### src/rtl/core/assert_macros.svh
// Assertion macros for the vertex quadric accumulator.
// Each macro checks a property on the rising edge of clk, off while rst_n is low.
`ifndef ASSERT_MACROS_SVH
`define ASSERT_MACROS_SVH

// Same-cycle implication.
`define VQA_ASSERT_IMP(label, ante, cons, msg) \
  label: assert property (@(posedge clk) disable iff (!rst_n) (ante) |-> (cons)) \
    else $error(msg);

// Next-cycle implication.
`define VQA_ASSERT_NXT(label, ante, cons, msg) \
  label: assert property (@(posedge clk) disable iff (!rst_n) (ante) |=> (cons)) \
    else $error(msg);

`endif

### src/rtl/core/vqa_pkg.sv
// Shared types and constants of the vertex quadric accumulator.
// No dependencies; every other file of the block but assert_macros.svh imports this package.
`timescale 1ns / 1ps
`default_nettype none

package vqa_pkg;

  // Channel widths.
  localparam int VQA_IN_W      = 184;
  localparam int VQA_SUM_W     = 64;
  localparam int VQA_NUM_TERMS = 10;
  localparam int VQA_OUT_W     = VQA_SUM_W * VQA_NUM_TERMS;

  // Vertex index limit and queue depth between front and back.
  localparam int VQA_MAX_VERTICES = 65536;
  localparam int VQA_QUEUE_DEPTH  = 2;

  // Classified face request as it waits in the queue.
  typedef struct packed {
    logic               hit;
    logic               last;
    logic signed [15:0] nx;
    logic signed [15:0] ny;
    logic signed [15:0] nz;
    logic signed [23:0] px;
    logic signed [23:0] py;
    logic signed [23:0] pz;
  } vqa_item_t;

  // Status from the back end, seen by the queue and the top level.
  typedef struct packed {
    logic pop;
    logic emit;
  } vqa_stat_t;

endpackage

`default_nettype wire

### src/rtl/core/vqa_front.sv
// Front end: unpacks an input request and decides whether the face touches the query vertex.
// Depends on vqa_pkg.
`timescale 1ns / 1ps
`default_nettype none

module vqa_front
  import vqa_pkg::*;
(
  input  wire logic                in_tvalid,
  output logic                     in_tready,
  input  wire logic [VQA_IN_W-1:0] in_tdata,
  input  wire logic                in_tlast,
  input  wire logic                q_full,
  output logic                     q_push,
  output vqa_item_t                q_item
);

  localparam logic [24:0] MAX_VERT = 25'(VQA_MAX_VERTICES);

  logic [15:0] query;
  logic [15:0] corner0;
  logic [15:0] corner1;
  logic [15:0] corner2;
  logic        in_range;

  // Field extraction.
  assign query   = in_tdata[15:0];
  assign corner0 = in_tdata[31:16];
  assign corner1 = in_tdata[47:32];
  assign corner2 = in_tdata[63:48];

  // A face counts once if any corner is the query vertex.
  assign in_range = ({9'd0, query} < MAX_VERT);

  always_comb begin
    q_item.hit  = in_range && ((query == corner0) || (query == corner1) || (query == corner2));
    q_item.last = in_tlast;
    q_item.nx   = in_tdata[79:64];
    q_item.ny   = in_tdata[95:80];
    q_item.nz   = in_tdata[111:96];
    q_item.px   = in_tdata[135:112];
    q_item.py   = in_tdata[159:136];
    q_item.pz   = in_tdata[183:160];
  end

  // Requests enter the queue whenever it has room.
  assign in_tready = !q_full;
  assign q_push    = in_tvalid && !q_full;

endmodule

`default_nettype wire

### config.mk
export PLATFORM = sky130hd
export DESIGN_NAME = vqa_front
export DESIGN_NICKNAME = d
export VERILOG_FILES = /design/src/rtl/core/assert_macros.svh /design/src/rtl/core/vqa_pkg.sv /design/src/rtl/core/vqa_front.sv
export SDC_FILE = /design/constraint.sdc
export NUM_CORES = 1
export LEC_CHECK = 0
export ABC_AREA = 1
export ABC_CLOCK_PERIOD_IN_PS = 960
export BUFFER_PORTS_ARGS = -buffer_cell sky130_fd_sc_hd__clkbuf_2
export CAP_MARGIN = 20
export CORE_AREA = 5 5 116 118
export DETAILED_ROUTE_END_ITERATION = 12
export DIE_AREA = 0 0 121 123
export GPL_TIMING_DRIVEN = 0
export PLACE_DENSITY = 0.51
export REMOVE_ABC_BUFFERS = 1
export SYNTH_ARGS = -nofsm -noshare
export SYNTH_HDL_FRONTEND = slang
export SYNTH_SLANG_ARGS = --single-unit
### constraint.sdc
create_clock -name vclk -period 0.96
set_input_delay 0.24 -clock vclk [all_inputs]
set_output_delay 0.24 -clock vclk [all_outputs]
set_load 0.005 [all_outputs]
==> results.ini <==
[status]
run_status = finished with violations
violations = setup timing

[timing]
relative_slew_slack = 0.8935
timing.final.setup_violations = 1
report.final.slew_viol_count = 0
final_hold_vio_count = 0
fin_ws_ps = -346.3
worstMarginPinSlew_ps = 159.2
final_min_period_over_clock_period = 1.361
post-route-min-period_ps = 1306
highest_clock_frequency_the_design_can_meet_mhz = 765.5
grt_setup_unrepaired = yes
totalNegativeSetupSlack_ps = -346.3

[floorplan]
die_height_um = 123
start_util = 0.1487
core_area_mm2 = 0.01236
dieWidth_um = 121
row_count = 41
pin_count = 311
die_area_mm2 = 0.01488

[power]
power.combinational.fraction = 1.000
power_density_mw_per_mm2 = 339.5
netSwitchingPower_mw = 0.2891
share_seq_of_total_power = 0
share_of_total_power_consumed_by_net_switching = 0.5332
p_int_mw = 0.2530
worst_ir_drop_vdd_mv = 0.09210
leakage_nw = 1.077
power.share.clock = 0

[drt]
vias = 1666
length_of_routed_met2_wiring_mm = 11.85
antenna_violating_nets_post_route = 0
routedWlPerCell_um = 42.64
final_wirelength_mm = 20.34
drc = 0
viasPerCell = 3.493
detail_route.first_pass.iterations = 6
detail_route.wirelength.met1_mm = 1.870
highest_layer = met5
met3_length_mm = 5.876
drt_iter0_drc = 79

[logic_synthesis]
ys_types = 8
synth_area_leaders = buf_4 49%, nand2_1 28%, inv_1 9.2%, nor2_1 6.1%, xor2_1 3.3%
ys.warnings.count = 0
synth_most_common_cell = nand2_1
synth_area_mm2 = 0.001838
synth_top_area_frac = 0.4942
synth_top_cells_by_count = 138 x nand2_1, 121 x buf_4, 45 x inv_1, 30 x nor2_1, 14 x inv_2
synthesis.area_per_instance_um2 = 5.148
netlist_instances = 357
synth_top_area_cell = buf_4
synth_seq_area_share = 0

[placement]
placed_cells = 477
io_buffer_count = 69
detailedPlacementHpwl_mm = 19.94
finalWeightedCongestion = 0.9033

[grt]
first_pass_grt_wire_length_mm = 22.47
grt_antenna_before_repair = 0
grt_max_degree = 5
globalRouteOverflowTotal = 0
number_of_global_route_vias_before_repair = 1392
grtUsageTotal = 0.2566

[critical_path]
start_kind = primary input
worst_ep_arrival_time_ps = 1070
cp_max_fo = 4
worst-setup-path-type = primary input to primary output
endpoint_kind = primary output
crit_family = simple AND/OR/NAND/NOR gates
worstPathBufferInverterCount = 2
critical_path.max_stage_delay_ps = 140
cp_slowest_cell = xor2_1
crit_path_cell_trace = buf_4, xor2_1, nor2_1, nand2_1, nor2_1, nand2_1, nand3_2, buf_6
cp_data_required_time_ps = 720

[hold_path]
timing.hold.worst.class = primary input to primary output

[flow_run]
max_cap_viols = 0

[finish]
post_route_cells_drive_above_1_share = 0.3180
sequential_cell_area_um2 = 0
n_clock_buffer = 0
n_antenna_cell = 0
numSequentialCells = 0
layout.cells.non_filler = 477
final_nets = 494
synthToLayoutAreaGrowth_pct = -13.14

[kinds of logic (layout without fill, tap and decap cells)]
kind of cell / after synthesis / count (layout) / synth area share
xor+xnor: 7 / 7 / 0.03336
simple gates: 170 / 170 / 0.3519
buf+inv: 180 / 128 / 0.6147
[per-stage QoR]
stage | setup WS (ps) | hold WS [ps] | total power [mW] | utilization | cell area (um^2)
after floorplan | 17.74 | 480.0 | 0.2490 | - | 929.6
after global placement | -437.3 | 480.1 | 0.4874 | 0.1205 | 1490
after detailed placement | -430.4 | 480.1 | 0.4909 | 0.1205 | 1490
after CTS | -426.6 | 480.1 | 0.4964 | 0.1212 | 1499
after global routing | -424.8 | 480.0 | 0.6197 | 0.1291 | 1597
final | -346.3 | 480.0 | 0.5421 | 0.1291 | 1597
[power by group through the flow]
| stage | Combinational [mW] | Sequential, mW | Clock (mW) |
|---|---|---|---|
| CTS | 0.496 | 0 | 0 |
| floorplan | 0.249 | 0 | 0 |
| global route | 0.620 | 0 | 0 |
| finish | 0.542 | 0 | 0 |
| global placement | 0.487 | 0 | 0 |
| detailed placement | 0.491 | 0 | 0 |
[timing repair]
item                       CTS  global route
gates resized for setup      1            40
buffers inserted             0             0
hold buffers                 0             0
setup endpoints to repair    1             1
hold endpoints to repair     0             0
pin swaps                    0            29
[cells in the final DEF (no fill, tap or decap), drive strengths merged]
master,n
nand2,138
inv,59
clkbuf,55
nor2,31
buf,14
xor2,7
nand3,1
[area by class of cell]
class,instances,area [um^2]
Tap cell,172,215.2
Fill cell,1488,10770
Inverter,59,221.5
Multi-Input combinational cell,177,750.7
Timing Repair Buffer,69,409.1
[path summary, 6_finish.rpt]
| kind | cells past startpoint | startpoint | to | slack (ps) |
|---|---|---|---|---|
| worst min-delay path | 0 | in_tdata[93] | q_item[101] | 480 |
| worst max-delay path | 8 | in_tdata[6] | q_item[121] | -350 |
[per-layer routing]
layer / GRT usage / vias up
li1: - / 791
met1: 0.06056 / 581
met2: 0.5422 / 266
met3: 0.3564 / 26
met4: 0.06586 / 2
met5: 0.04167 / -
(Power assumes the default switching activity.)
