===== src/rtl/core/assert_macros.svh =====
// Assertion macros for the vertex quadric accumulator.
// Each macro checks a property on the rising edge of clk, off while rst_n is low.
`ifndef ASSERT_MACROS_SVH
`define ASSERT_MACROS_SVH

// Same-cycle implication.
`define VQA_ASSERT_IMP(label, ante, cons, msg) \
  label: assert property (@(posedge clk) disable iff (!rst_n) (ante) |-> (cons)) \
    else $error(msg);

// Next-cycle implication.
`define VQA_ASSERT_NXT(label, ante, cons, msg) \
  label: assert property (@(posedge clk) disable iff (!rst_n) (ante) |=> (cons)) \
    else $error(msg);

`endif


===== src/rtl/core/vqa_pkg.sv =====
// Shared types and constants of the vertex quadric accumulator.
// No dependencies; every other file of the block but assert_macros.svh imports this package.
`timescale 1ns / 1ps
`default_nettype none

package vqa_pkg;

  // Channel widths.
  localparam int VQA_IN_W      = 184;
  localparam int VQA_SUM_W     = 64;
  localparam int VQA_NUM_TERMS = 10;
  localparam int VQA_OUT_W     = VQA_SUM_W * VQA_NUM_TERMS;

  // Vertex index limit and queue depth between front and back.
  localparam int VQA_MAX_VERTICES = 65536;
  localparam int VQA_QUEUE_DEPTH  = 2;

  // Classified face request as it waits in the queue.
  typedef struct packed {
    logic               hit;
    logic               last;
    logic signed [15:0] nx;
    logic signed [15:0] ny;
    logic signed [15:0] nz;
    logic signed [23:0] px;
    logic signed [23:0] py;
    logic signed [23:0] pz;
  } vqa_item_t;

  // Status from the back end, seen by the queue and the top level.
  typedef struct packed {
    logic pop;
    logic emit;
  } vqa_stat_t;

endpackage

`default_nettype wire


===== src/rtl/core/vqa_fifo.sv =====
// Short request queue between the front end and the back end.
// Depends on vqa_pkg for the entry type.
`timescale 1ns / 1ps
`default_nettype none

module vqa_fifo
  import vqa_pkg::*;
#(
  parameter int DEPTH = VQA_QUEUE_DEPTH
) (
  input  wire logic      clk,
  input  wire logic      rst_n,
  input  wire logic      push,
  input  vqa_item_t      push_item,
  output logic           full,
  input  wire logic      pop,
  output logic           pop_valid,
  output vqa_item_t      pop_item
);

  localparam int AW = (DEPTH > 1) ? $clog2(DEPTH) : 1;
  localparam int CW = $clog2(DEPTH + 1);

  vqa_item_t       mem_r [DEPTH];
  logic [AW-1:0]   wr_ptr_r;
  logic [AW-1:0]   wr_ptr_nxt;
  logic [AW-1:0]   rd_ptr_r;
  logic [AW-1:0]   rd_ptr_nxt;
  logic [CW-1:0]   count_r;
  logic [CW-1:0]   count_nxt;

  assign full      = (count_r == CW'(DEPTH));
  assign pop_valid = (count_r != '0);
  assign pop_item  = mem_r[rd_ptr_r];

  // Pointer and fill count update.
  always_comb begin
    wr_ptr_nxt = wr_ptr_r;
    rd_ptr_nxt = rd_ptr_r;
    count_nxt  = count_r;
    if (push) begin
      wr_ptr_nxt = (wr_ptr_r == AW'(DEPTH - 1)) ? '0 : wr_ptr_r + 1'b1;
    end
    if (pop) begin
      rd_ptr_nxt = (rd_ptr_r == AW'(DEPTH - 1)) ? '0 : rd_ptr_r + 1'b1;
    end
    if (push && !pop) begin
      count_nxt = count_r + 1'b1;
    end else if (pop && !push) begin
      count_nxt = count_r - 1'b1;
    end
  end

  always_ff @(posedge clk) begin
    if (!rst_n) begin
      wr_ptr_r <= '0;
      rd_ptr_r <= '0;
      count_r  <= '0;
    end else begin
      wr_ptr_r <= wr_ptr_nxt;
      rd_ptr_r <= rd_ptr_nxt;
      count_r  <= count_nxt;
    end
  end

  // Entry storage.
  always_ff @(posedge clk) begin
    if (push) begin
      mem_r[wr_ptr_r] <= push_item;
    end
  end

endmodule

`default_nettype wire


===== config.mk =====
export PLATFORM = sky130hd
export DESIGN_NAME = vqa_fifo
export DESIGN_NICKNAME = d
export VERILOG_FILES = /design/src/rtl/core/assert_macros.svh /design/src/rtl/core/vqa_pkg.sv /design/src/rtl/core/vqa_fifo.sv
export SDC_FILE = /design/constraint.sdc
export NUM_CORES = 1
export LEC_CHECK = 0
export ABC_CLOCK_PERIOD_IN_PS = 6500
export BUFFER_PORTS_ARGS = -buffer_cell sky130_fd_sc_hd__buf_2
export CORE_MARGIN = 5
export CORE_UTILIZATION = 46
export CTS_CLUSTER_DIAMETER = 100
export DETAILED_ROUTE_END_ITERATION = 16
export PLACE_DENSITY = 0.72
export SLEW_MARGIN = 0
export SYNTH_ARGS = -nofsm -noshare
export SYNTH_HDL_FRONTEND = slang
export SYNTH_SLANG_ARGS = --single-unit

===== constraint.sdc =====
create_clock -name clk -period 6.5 [get_ports clk]
set_input_delay 0.65 -clock clk [delete_from_list [all_inputs] [get_ports clk]]
set_output_delay 0.65 -clock clk [all_outputs]
set_load 0.01 [all_outputs]

==> results of run 1 <==
## registers in the layout (all words and copies together), names as in the netlist, named ones only
| name | count |
|---|---|
| rd_ptr_r | 1 |
| count_r | 2 |
| wr_ptr_r | 1 |
| mem_r | 244 |
## layer usage
metal | vias up | track usage | share of wire
li1 | 2140 | - | -
met1 | 2326 | 0.1798 | 0.39
met2 | 212 | 0.2405 | 0.49
met3 | 49 | 0.04402 | 0.085
met4 | 2 | 0.04964 | 0.033
met5 | - | 0 | 0.00074
## cell usage in the layout, fill, tap and decap left out, types with 2 or more instances in the layout
cell type / instances
buf_2: 249
bufinv_16: 3
dfxtp_1: 4
clkinv_2: 4
clkbuf_1: 8
clkinvlp_4: 2
and2_1: 3
buf_4: 5
mux2_2: 42
mux2_4: 80
edfxtp_1: 244
clkinv_1: 3
diode_2: 5
xor2_1: 2
clkbuf_16: 25
## worst max-delay path: stages (launching register included)
cell     delay (ns)
dfxtp_4        0.68
buf_4          0.74
mux2_4         0.36
buf_2          0.14
## power groups by stage
| stage | logic (mW) | registers, mW | clock network [mW] |
|---|---|---|---|
| after CTS | 0.392 | 1.89 | 1.42 |
| after global routing | 0.412 | 1.89 | 1.49 |
| after detailed placement | 0.390 | 1.92 | 0 |
| final | 0.385 | 1.89 | 1.37 |
| after global placement | 0.382 | 1.92 | 0 |
| after floorplan | 0.249 | 1.91 | 0 |
## cells in the mapped netlist
cell type and instances:
xnor2_1 1, or3_1 1, and2b_1 1, a21boi_0 1
ha_1 1, o21ai_0 1, o21a_1 1, buf_2 4
mux2_4 80, xor2_1 2, nor2b_1 2, buf_8 1
edfxtp_1 244, and2_1 4, inv_1 1, dfxtp_1 5
mux2_2 42, buf_6 9, or2_2 1
## path summary, 6_finish.rpt
| check | startpoint | endpoint | cells past startpoint | slack (ns) |
|---|---|---|---|---|
| max | flop | pop_item[46] | 3 | 3.38 |
| min | push_item[33] | mem_r[1][33] | 1 | 0.33 |
| max reg2reg | wr_ptr_r | mem_r[1][20] | 2 | 4.12 |
| min reg2reg | count_r[1] | count_r[1] | 2 | 0.51 |
## logic make-up (layout without fill, tap and decap cells)
| logic type | after synthesis | in the layout |
|---|---|---|
| and+or+nand+nor | 9 | 9 |
| xor gates and xnor gates | 3 | 3 |
| DFF | 249 | 249 |
| other | 0 | 5 |
| adders and majority gates | 1 | 1 |
| muxes | 122 | 122 |
| buffers and inverters | 15 | 300 |
| AOI/OAI and AO/OA | 3 | 3 |
## area by class of cell
type                       count  area share
antenna                        5    0.001073
clock buffer                  33     0.05622
clock inverter                12     0.01170
inverter                       1   0.0003219
multi-input combinational    138      0.1544
sequential                   249      0.6372
tap                          270     0.02897
timing repair buffer         254      0.1101
## stage by stage
stage,setup WS (ns),instance area (um^2),util
finish,3.379,11660,0.5800
global route,3.255,11660,0.5799
CTS,3.336,11650,0.5794
detailed placement,3.719,10860,0.5400
global placement,3.794,10860,0.5400
floorplan,2.212,9360,-
==> impl_metrics.json, run 1 <==
{
  "initial_utilization": 0.4655,
  "place_congestion": 0.7486,
  "setup_violations": 0,
  "cts.htree.levels": 1,
  "cts_resized": 0,
  "cts_tree": "done",
  "ff_latch_area_mm2": 0.007431,
  "clk_pin_slew_ns": 0.06,
  "slew_viol_final": 0,
  "dr.pass1.iters": 4,
  "nFillCells": 1512,
  "synth-xor-area-share": 0.002808,
  "port_buffers": 249,
  "grtUsageTotal": 0.1440,
  "die_h_um": 152.6,
  "core_mm2": 0.02010,
  "cts_buffer_depth": 3,
  "finalHoldViolCount": 0,
  "clkPwrFrac": 0.377,
  "io_pins": 250,
  "synth_area_leaders": "edfxtp_1 78%, mux2_4 13%, mux2_2 5.1%, buf_6 1.1%, dfxtp_1 1.1%",
  "worst_pin_slew_ns": 0.8531,
  "rows": 52,
  "seq_area_frac_synth": 0.7937,
  "worstPathRequired_ns": 5.85,
  "syn_inst": 402,
  "status": "finished clean",
  "post-route-min-period_ns": 3.121,
  "crit_path_end_kind": "output port",
  "final_nets": 796,
  "antenna_found_initial": 5,
  "grt_pass1_vias": 5122,
  "yosys.area_share.simple": 0.006151,
  "tns_ns": 0,
  "cts_sinks": 249,
  "fmax_ghz": 0.3205,
  "overflow": 0,
  "routed_wl_um": 17690,
  "dp_cells": 912,
  "slew_headroom": 0.4312,
  "muxShareOfSynthArea": 0.1789,
  "vias_per_cell": 4.916,
  "synth_compound_area_frac": 0.002139,
  "cts_inserted_buffers": 25,
  "synth_fa_ha_area_frac": 0.001337,
  "cp_data_arrival_time_ns": 2.47,
  "rsz0062_at_grt": "false",
  "synth_largest_area_cell": "edfxtp_1",
  "power_frac_seq": 0.518,
  "area_delta_synth_final_pct": 24.62,
  "switching_share": 0.2095,
  "p_per_area_mw_per_mm2": 312.6,
  "path_class": "reg2out",
  "synth_top_family_by_area": "multiplexers",
  "hpwl_um": 12020,
  "drive_above_1_share": 0.6026,
  "syn-num-nets": 529,
  "postCtsSetupRepairBufs": 0,
  "clock_latency_ns": 0.50,
  "yosysWarnings": 0,
  "wire_per_inst_um": 18.38,
  "hold_path_class": "in2reg",
  "vias": 4729,
  "root_buffer": "clkbuf_16",
  "multi_input_area_mm2": 0.001800,
  "maxCapViolCount": 0,
  "finalCritPeriodShare": 0.4801,
  "ir_worst_vdd_uv": 303.3,
  "power_mw": 3.646,
  "intPower_mw": 2.882,
  "hold_buffers": 0,
  "dr.first_iter.drc_count": 182,
  "synth.distinct_cells": 19,
  "crit_fanout": 44,
  "hold_slack_ns": 0.3319,
  "antenna_left": 0,
  "netlist.area_leader.share": 0.7830,
  "synth_area_mm2": 0.009358,
  "startpoint_type": "flop",
  "drc": 0,
  "p_leak_nw": 4.542,
  "final.setup_skew_ns": 0.009525,
  "final_cells": 962,
  "p_comb_frac": 0.106,
  "grt_max_degree": 65,
  "die_width_um": 152.6,
  "p_switching_mw": 0.7637,
  "grt_pass1_wl_um": 27210,
  "synth_seq_cells": 249,
  "syn_area_per_cell_um2": 23.28,
  "die_area_mm2": 0.02330
}
Power figures use the tool's default switching activity.
==> run 2, diff against run 1 <==
--- a/config.mk
+++ b/config.mk
@@ -5,13 +5,14 @@
 export SDC_FILE = /design/constraint.sdc
 export NUM_CORES = 1
 export LEC_CHECK = 0
-export ABC_CLOCK_PERIOD_IN_PS = 6500
+export ABC_AREA = 1
+export ABC_CLOCK_PERIOD_IN_PS = 2900
 export BUFFER_PORTS_ARGS = -buffer_cell sky130_fd_sc_hd__buf_2
 export CORE_MARGIN = 5
 export CORE_UTILIZATION = 46
 export CTS_CLUSTER_DIAMETER = 100
 export DETAILED_ROUTE_END_ITERATION = 16
-export PLACE_DENSITY = 0.72
+export PLACE_DENSITY = 0.69
 export SLEW_MARGIN = 0
 export SYNTH_ARGS = -nofsm -noshare
 export SYNTH_HDL_FRONTEND = slang
==> constraint.sdc (replaced) <==
create_clock -name clk -period 2.9 [get_ports clk]
set_input_delay 0.29 -clock clk [delete_from_list [all_inputs] [get_ports clk]]
set_output_delay 0.29 -clock clk [all_outputs]
set_load 0.01 [all_outputs]
==> run 2 against run 1 <==
Effect of this change: via count increased by 9.7%; clock power increased by 130%; global-route usage up 2.4 points; cell area grew 11%; die area about the same; count of clock-buffer cells in the layout is 2 higher; area after synthesis about the same; worst hold slack worse by 0.27 ns.
==> impl_metrics.json, run 2 <==
{
  "synth-xor-area-share": 0,
  "synth_area_mm2": 0.009365,
  "p_switching_mw": 1.750,
  "hold_buffers": 122,
  "synth_area_leaders": "edfxtp_1 78%, mux2_4 13%, mux2_2 5.1%, buf_6 1.1%, dfxtp_1 1.1%",
  "area_delta_synth_final_pct": 38.29,
  "grtUsageTotal": 0.1680,
  "grt_pass1_vias": 5804,
  "die_width_um": 152.7,
  "die_area_mm2": 0.02331,
  "slew_headroom": 0.5522,
  "cp_data_arrival_time_ns": 2.13,
  "maxCapViolCount": 0,
  "synth_top_family_by_area": "multiplexers",
  "largest_register_ff_count": 244,
  "startpoint_type": "flop",
  "dr.first_iter.drc_count": 224,
  "cts_tree": "done",
  "synth_largest_area_cell": "edfxtp_1",
  "layout_commonest_cell": "buf_2",
  "top_regs": "mem_r x244, count_r x2",
  "overflow": 0,
  "syn_area_per_cell_um2": 22.57,
  "ir_worst_vdd_uv": 448.5,
  "seq_area_frac_synth": 0.7931,
  "finalCritPeriodShare": 0.8336,
  "grt_pass1_wl_um": 31420,
  "grt_max_degree": 62,
  "routed_wl_um": 20160,
  "crit_fanout": 45,
  "clock_latency_ns": 0.51,
  "post-route-min-period_ns": 2.417,
  "die_h_um": 152.7,
  "switching_share": 0.2110,
  "rsz0062_at_grt": "false",
  "finalHoldViolCount": 0,
  "clkPwrFrac": 0.377,
  "syn_inst": 415,
  "wire_per_inst_um": 18.46,
  "slowest_delay_ns": 0.67,
  "path_class": "reg2out",
  "drc": 0,
  "synth_fa_ha_area_frac": 0.001336,
  "post-synth-top-count-cell": "edfxtp_1",
  "syn-num-nets": 542,
  "port_buffers": 249,
  "hold_path_class": "in2reg",
  "synthFlopType": "edfxtp_1",
  "final_util": 0.6421,
  "antenna_left": 0,
  "ys_async_sr_fraction": 0,
  "synth.distinct_cells": 15,
  "antenna_cells": 0,
  "p_per_area_mw_per_mm2": 640.4,
  "intPower_mw": 6.544,
  "setup_violations": 0,
  "cts_buffer_depth": 3,
  "p_comb_frac": 0.113,
  "core_mm2": 0.02017,
  "postCtsSetupRepairBufs": 0,
  "final.setup_skew_ns": 0.009273,
  "place_area_mm2": 0.01093,
  "netlist.area_leader.share": 0.7824,
  "io_pins": 250,
  "synth_commonest_cells": "244 x edfxtp_1, 80 x mux2_4, 42 x mux2_2",
  "muxShareOfSynthArea": 0.1788,
  "clk_pin_slew_ns": 0.05,
  "tns_ns": 0,
  "crit_chain": "buf_12 -> mux2_2 -> buf_2",
  "regMostFlops": "mem_r",
  "rows": 52,
  "drive_above_1_share": 0.5036,
  "initial_utilization": 0.4643,
  "final_area_mm2": 0.01295,
  "crit_slowest_cell": "dfxtp_4",
  "yosys.area_share.simple": 0.008016,
  "synth_compound_area_frac": 0.001069,
  "p_leak_nw": 5.115,
  "worstPathRequired_ns": 2.61,
  "power_frac_seq": 0.510,
  "slew_viol_final": 0,
  "crit_path_end_kind": "output port",
  "cts_resized": 0,
  "final_cell_mix": "249 x buf_2, 244 x edfxtp_1, 122 x dlygate4sd3_1",
  "place_congestion": 0.7896,
  "fmax_ghz": 0.4137,
  "cts_sinks": 249,
  "cts_inserted_buffers": 26,
  "status": "finished clean",
  "synth_edf_count": 244,
  "cts.htree.levels": 1,
  "worst_pin_slew_ns": 0.6717,
  "hpwl_um": 12750,
  "final_nets": 934,
  "yosysWarnings": 0,
  "antenna_found_initial": 0,
  "vias": 5190,
  "synth_seq_cells": 249,
  "root_buffer": "clkbuf_16",
  "dr.pass1.iters": 4,
  "vias_per_cell": 4.753
}
==> run 2: worst max-delay path, delay by kind of cell (launching register included) <==
family                 cells  cell delay, ns
buffers and inverters      2            0.53
multiplexers               1            0.39
flip-flops                 1            0.67
==> run 2: worst paths after layout <==
| path | startpoint | to | slack (ns) | cells past startpoint |
|---|---|---|---|---|
| max | flop | pop_item[102] | 0.48 | 3 |
| min | rst_n | wr_ptr_r | 0.07 | 3 |
| max reg2reg | wr_ptr_r | mem_r[1][63] | 1.36 | 3 |
| min reg2reg | rd_ptr_r | flop | 0.51 | 2 |
==> run 2: cell type report <==
class                   count  area [um^2]
flip-flops and latches    249         7431
fillers                  1409         7218
repair buffers            378         2570
multi-input cells         144         1779
clock buffers              35        705.7
well taps                 270        337.8
clock inverters             8        93.84
inverters                   8        33.78
==> run 2: routing by layer <==
metal | global-route usage | vias up | part of all wire
met5 | 0 | - | 0
met4 | 0.04540 | 0 | 0.026
met2 | 0.2991 | 228 | 0.51
li1 | - | 2416 | -
met3 | 0.04487 | 44 | 0.071
met1 | 0.2028 | 2502 | 0.39
==> run 2: stage by stage <==
stage | std cells | hold slack (ns) | power (mW) | setup slack, ns
after floorplan | 415 | 0.3889 | 4.768 | 0.2666
after global placement | 927 | 0.4780 | 5.079 | 0.9923
after detailed placement | 927 | 0.4812 | 5.114 | 0.9717
after CTS | 1092 | 0.04005 | 8.376 | 0.4315
after global routing | 1092 | 0.06154 | 8.621 | 0.3655
final | 1092 | 0.06518 | 8.294 | 0.4827
==> run 2: logic make-up after synthesis <==
family / after synthesis
compound gates: 2
fa+ha+maj: 1
simple gates: 19
flops: 249
mux: 122
buf+inv: 22
==> run 2: power groups by stage <==
stage                     clock, mW  sequential, mW  combinational (mW)
after floorplan                   0            4.28               0.484
after global placement            0            4.29               0.786
after detailed placement          0            4.31               0.805
after CTS                      3.20            4.23               0.940
after global routing           3.37            4.25               0.999
final                          3.13            4.23               0.936
==> run 3, diff against run 2 <==
--- a/config.mk
+++ b/config.mk
@@ -6,7 +6,7 @@
 export NUM_CORES = 1
 export LEC_CHECK = 0
 export ABC_AREA = 1
-export ABC_CLOCK_PERIOD_IN_PS = 2900
+export ABC_CLOCK_PERIOD_IN_PS = 2300
 export BUFFER_PORTS_ARGS = -buffer_cell sky130_fd_sc_hd__buf_2
 export CORE_MARGIN = 5
 export CORE_UTILIZATION = 46
==> constraint.sdc (replaced) <==
create_clock -name clk -period 2.3 [get_ports clk]
set_input_delay 0.23 -clock clk [delete_from_list [all_inputs] [get_ports clk]]
set_output_delay 0.23 -clock clk [all_outputs]
set_load 0.01 [all_outputs]
==> run 3 against run 2 <==
Effect of this change: global-route usage is 0.58 points lower; utilization rose by 0.72 points; final cell count increased by 1.6%; sequential power grew 26%; flip-flop and latch count stayed put; count of clock-buffer cells in the layout grew 2; worst hold slack improved by 0.083 ns; highest routed layer unchanged; critical endpoint is now pop_item[89]; power increased by 25%; clock power is 24% higher.
==> impl_metrics.json, run 3 (synthesis results as in run 2) <==
{
  "status": "finished clean",
  "postCtsSetupRepairBufs": 0,
  "path_class": "reg2out",
  "busiest_layer": "met2",
  "cts_inserted_buffers": 26,
  "dp_cells": 937,
  "root_buffer": "clkbuf_16",
  "regMostFlops": "mem_r",
  "p_per_area_mw_per_mm2": 794.3,
  "clk_pin_slew_ns": 0.06,
  "path_buf_inv": 2,
  "drc": 0,
  "clock_latency_ns": 0.51,
  "hold_path_class": "in2reg",
  "worst_pin_slew_ns": 0.6373,
  "crit_slowest_cell": "dfxtp_4",
  "rsz0062_at_grt": "false",
  "grt_use_met1": 0.1956,
  "grt_use_met3": 0.04885,
  "port_buffers": 249,
  "path_delay_family": "flip-flops",
  "hold_start": "push",
  "vias_per_cell": 4.740,
  "area_delta_synth_final_pct": 39.84,
  "reg2reg_slack_ns": 0.90,
  "final.setup_skew_ns": 0.01125,
  "rr_endpoint": "mem_r[0][77]",
  "wire_per_inst_um": 17.63,
  "die_width_um": 152.7,
  "setup_violations": 0,
  "grtUsageTotal": 0.1622,
  "fmax_ghz": 0.4574,
  "dr.pass1.iters": 4,
  "slew_headroom": 0.5752,
  "vias": 5261,
  "final_cells": 1110,
  "hpwl_um": 12020,
  "drive_above_1_share": 0.5125,
  "io_pins": 250,
  "cts.htree.levels": 1,
  "rows": 52,
  "largest_register_ff_count": 244,
  "crit_path_end_kind": "output port",
  "initial_utilization": 0.4643,
  "antenna_found_initial": 1,
  "routed_wl_um": 19560,
  "slew_viol_final": 0,
  "top_regs": "mem_r x244, count_r x2",
  "r2r-start": "wr_ptr_r",
  "reg2reg_depth": 2,
  "crit_fanout": 29,
  "hold_slack_ns": 0.1481,
  "grt_max_degree": 65,
  "dr.first_iter.drc_count": 183,
  "p_leak_nw": 5.190,
  "cp_data_arrival_time_ns": 1.96,
  "holdPathStages": 3,
  "startpoint_type": "flop",
  "core_mm2": 0.02017,
  "cts_resized": 0,
  "overflow": 0,
  "ir_worst_vdd_uv": 554.4,
  "grt_pass1_wl_um": 30580,
  "final_cell_mix": "249 x buf_2, 244 x edfxtp_1, 125 x dlygate4sd3_1",
  "post-route-min-period_ns": 2.186,
  "hold_end": "count_r[0]",
  "crit_chain": "buf_12 -> mux2_4 -> buf_2",
  "layout_commonest_cell": "buf_2",
  "finalHoldViolCount": 0,
  "hold_buffers": 125,
  "cts_buffer_depth": 3,
  "die_h_um": 152.7,
  "antenna_left": 0,
  "cts_sinks": 249,
  "grtUsageMet2": 0.2835,
  "slowest_delay_ns": 0.66,
  "final_nets": 947,
  "grt_pass1_vias": 5755,
  "cts_tree": "done",
  "finalCritPeriodShare": 0.9505,
  "maxCapViolCount": 0,
  "place_congestion": 0.7395,
  "die_area_mm2": 0.02331,
  "worstPathRequired_ns": 2.07
}
==> run 3: worst max-delay path by stage <==
| stage | startpoint | to | slack [ns] | cells after the start |
|---|---|---|---|---|
| final | flop | pop_item[89] | 0.11 | 3 |
| after global routing | flop | pop_item[101] | 0.006 | 3 |
| after CTS | flop | pop_item[89] | 0.07 | 3 |
| after detailed placement | flop | pop_item[89] | 0.63 | 3 |
| after global placement | flop | pop_item[89] | 0.65 | 3 |
| after floorplan | wr_ptr_r | mem_r[1][0] | -0.30 | 2 |
==> run 3: worst register-to-register path, cell delays in order (launching register included) <==
cell and delay, ns:
dfxtp_2 0.34, nor2_4 0.12, buf_4 0.52
==> run 3: final cells by class <==
type | instances | area (um^2)
diodes | 1 | 2.502
clock buffers | 37 | 753.2
clock inverters | 10 | 55.05
fillers | 1375 | 7073
inverters | 8 | 33.78
multi-input cells | 144 | 1782
flip-flops and latches | 249 | 7432
well taps | 270 | 337.8
repair buffers | 391 | 2700
==> run 3: stage by stage <==
stage	util	TNS [ns]	instance area, um^2	setup slack (ns)	total power [mW]
after floorplan	-	-64.77	9380	-0.2955	6.012
after global placement	0.5471	0	11030	0.6453	6.428
after detailed placement	0.5471	0	11030	0.6316	6.465
after CTS	0.6492	0	13090	0.07051	10.52
after global routing	0.6493	0	13100	0.006071	10.82
final	0.6493	0	13100	0.1139	10.40
==> run 3: report_power, final <==
part	internal, mW	switching, mW
logic	0.659	0.546
registers	5.26	0.0761
clock network	2.27	1.59
==> run 3: layer usage <==
| metal | vias to the layer above | wire length [um] | part of all wire |
|---|---|---|---|
| met3 | 35 | 1565 | 0.080 |
| met4 | 0 | 444 | 0.023 |
| met1 | 2573 | 7617 | 0.39 |
| met2 | 215 | 9937 | 0.51 |
| li1 | 2438 | - | - |
| met5 | - | 0 | 0 |
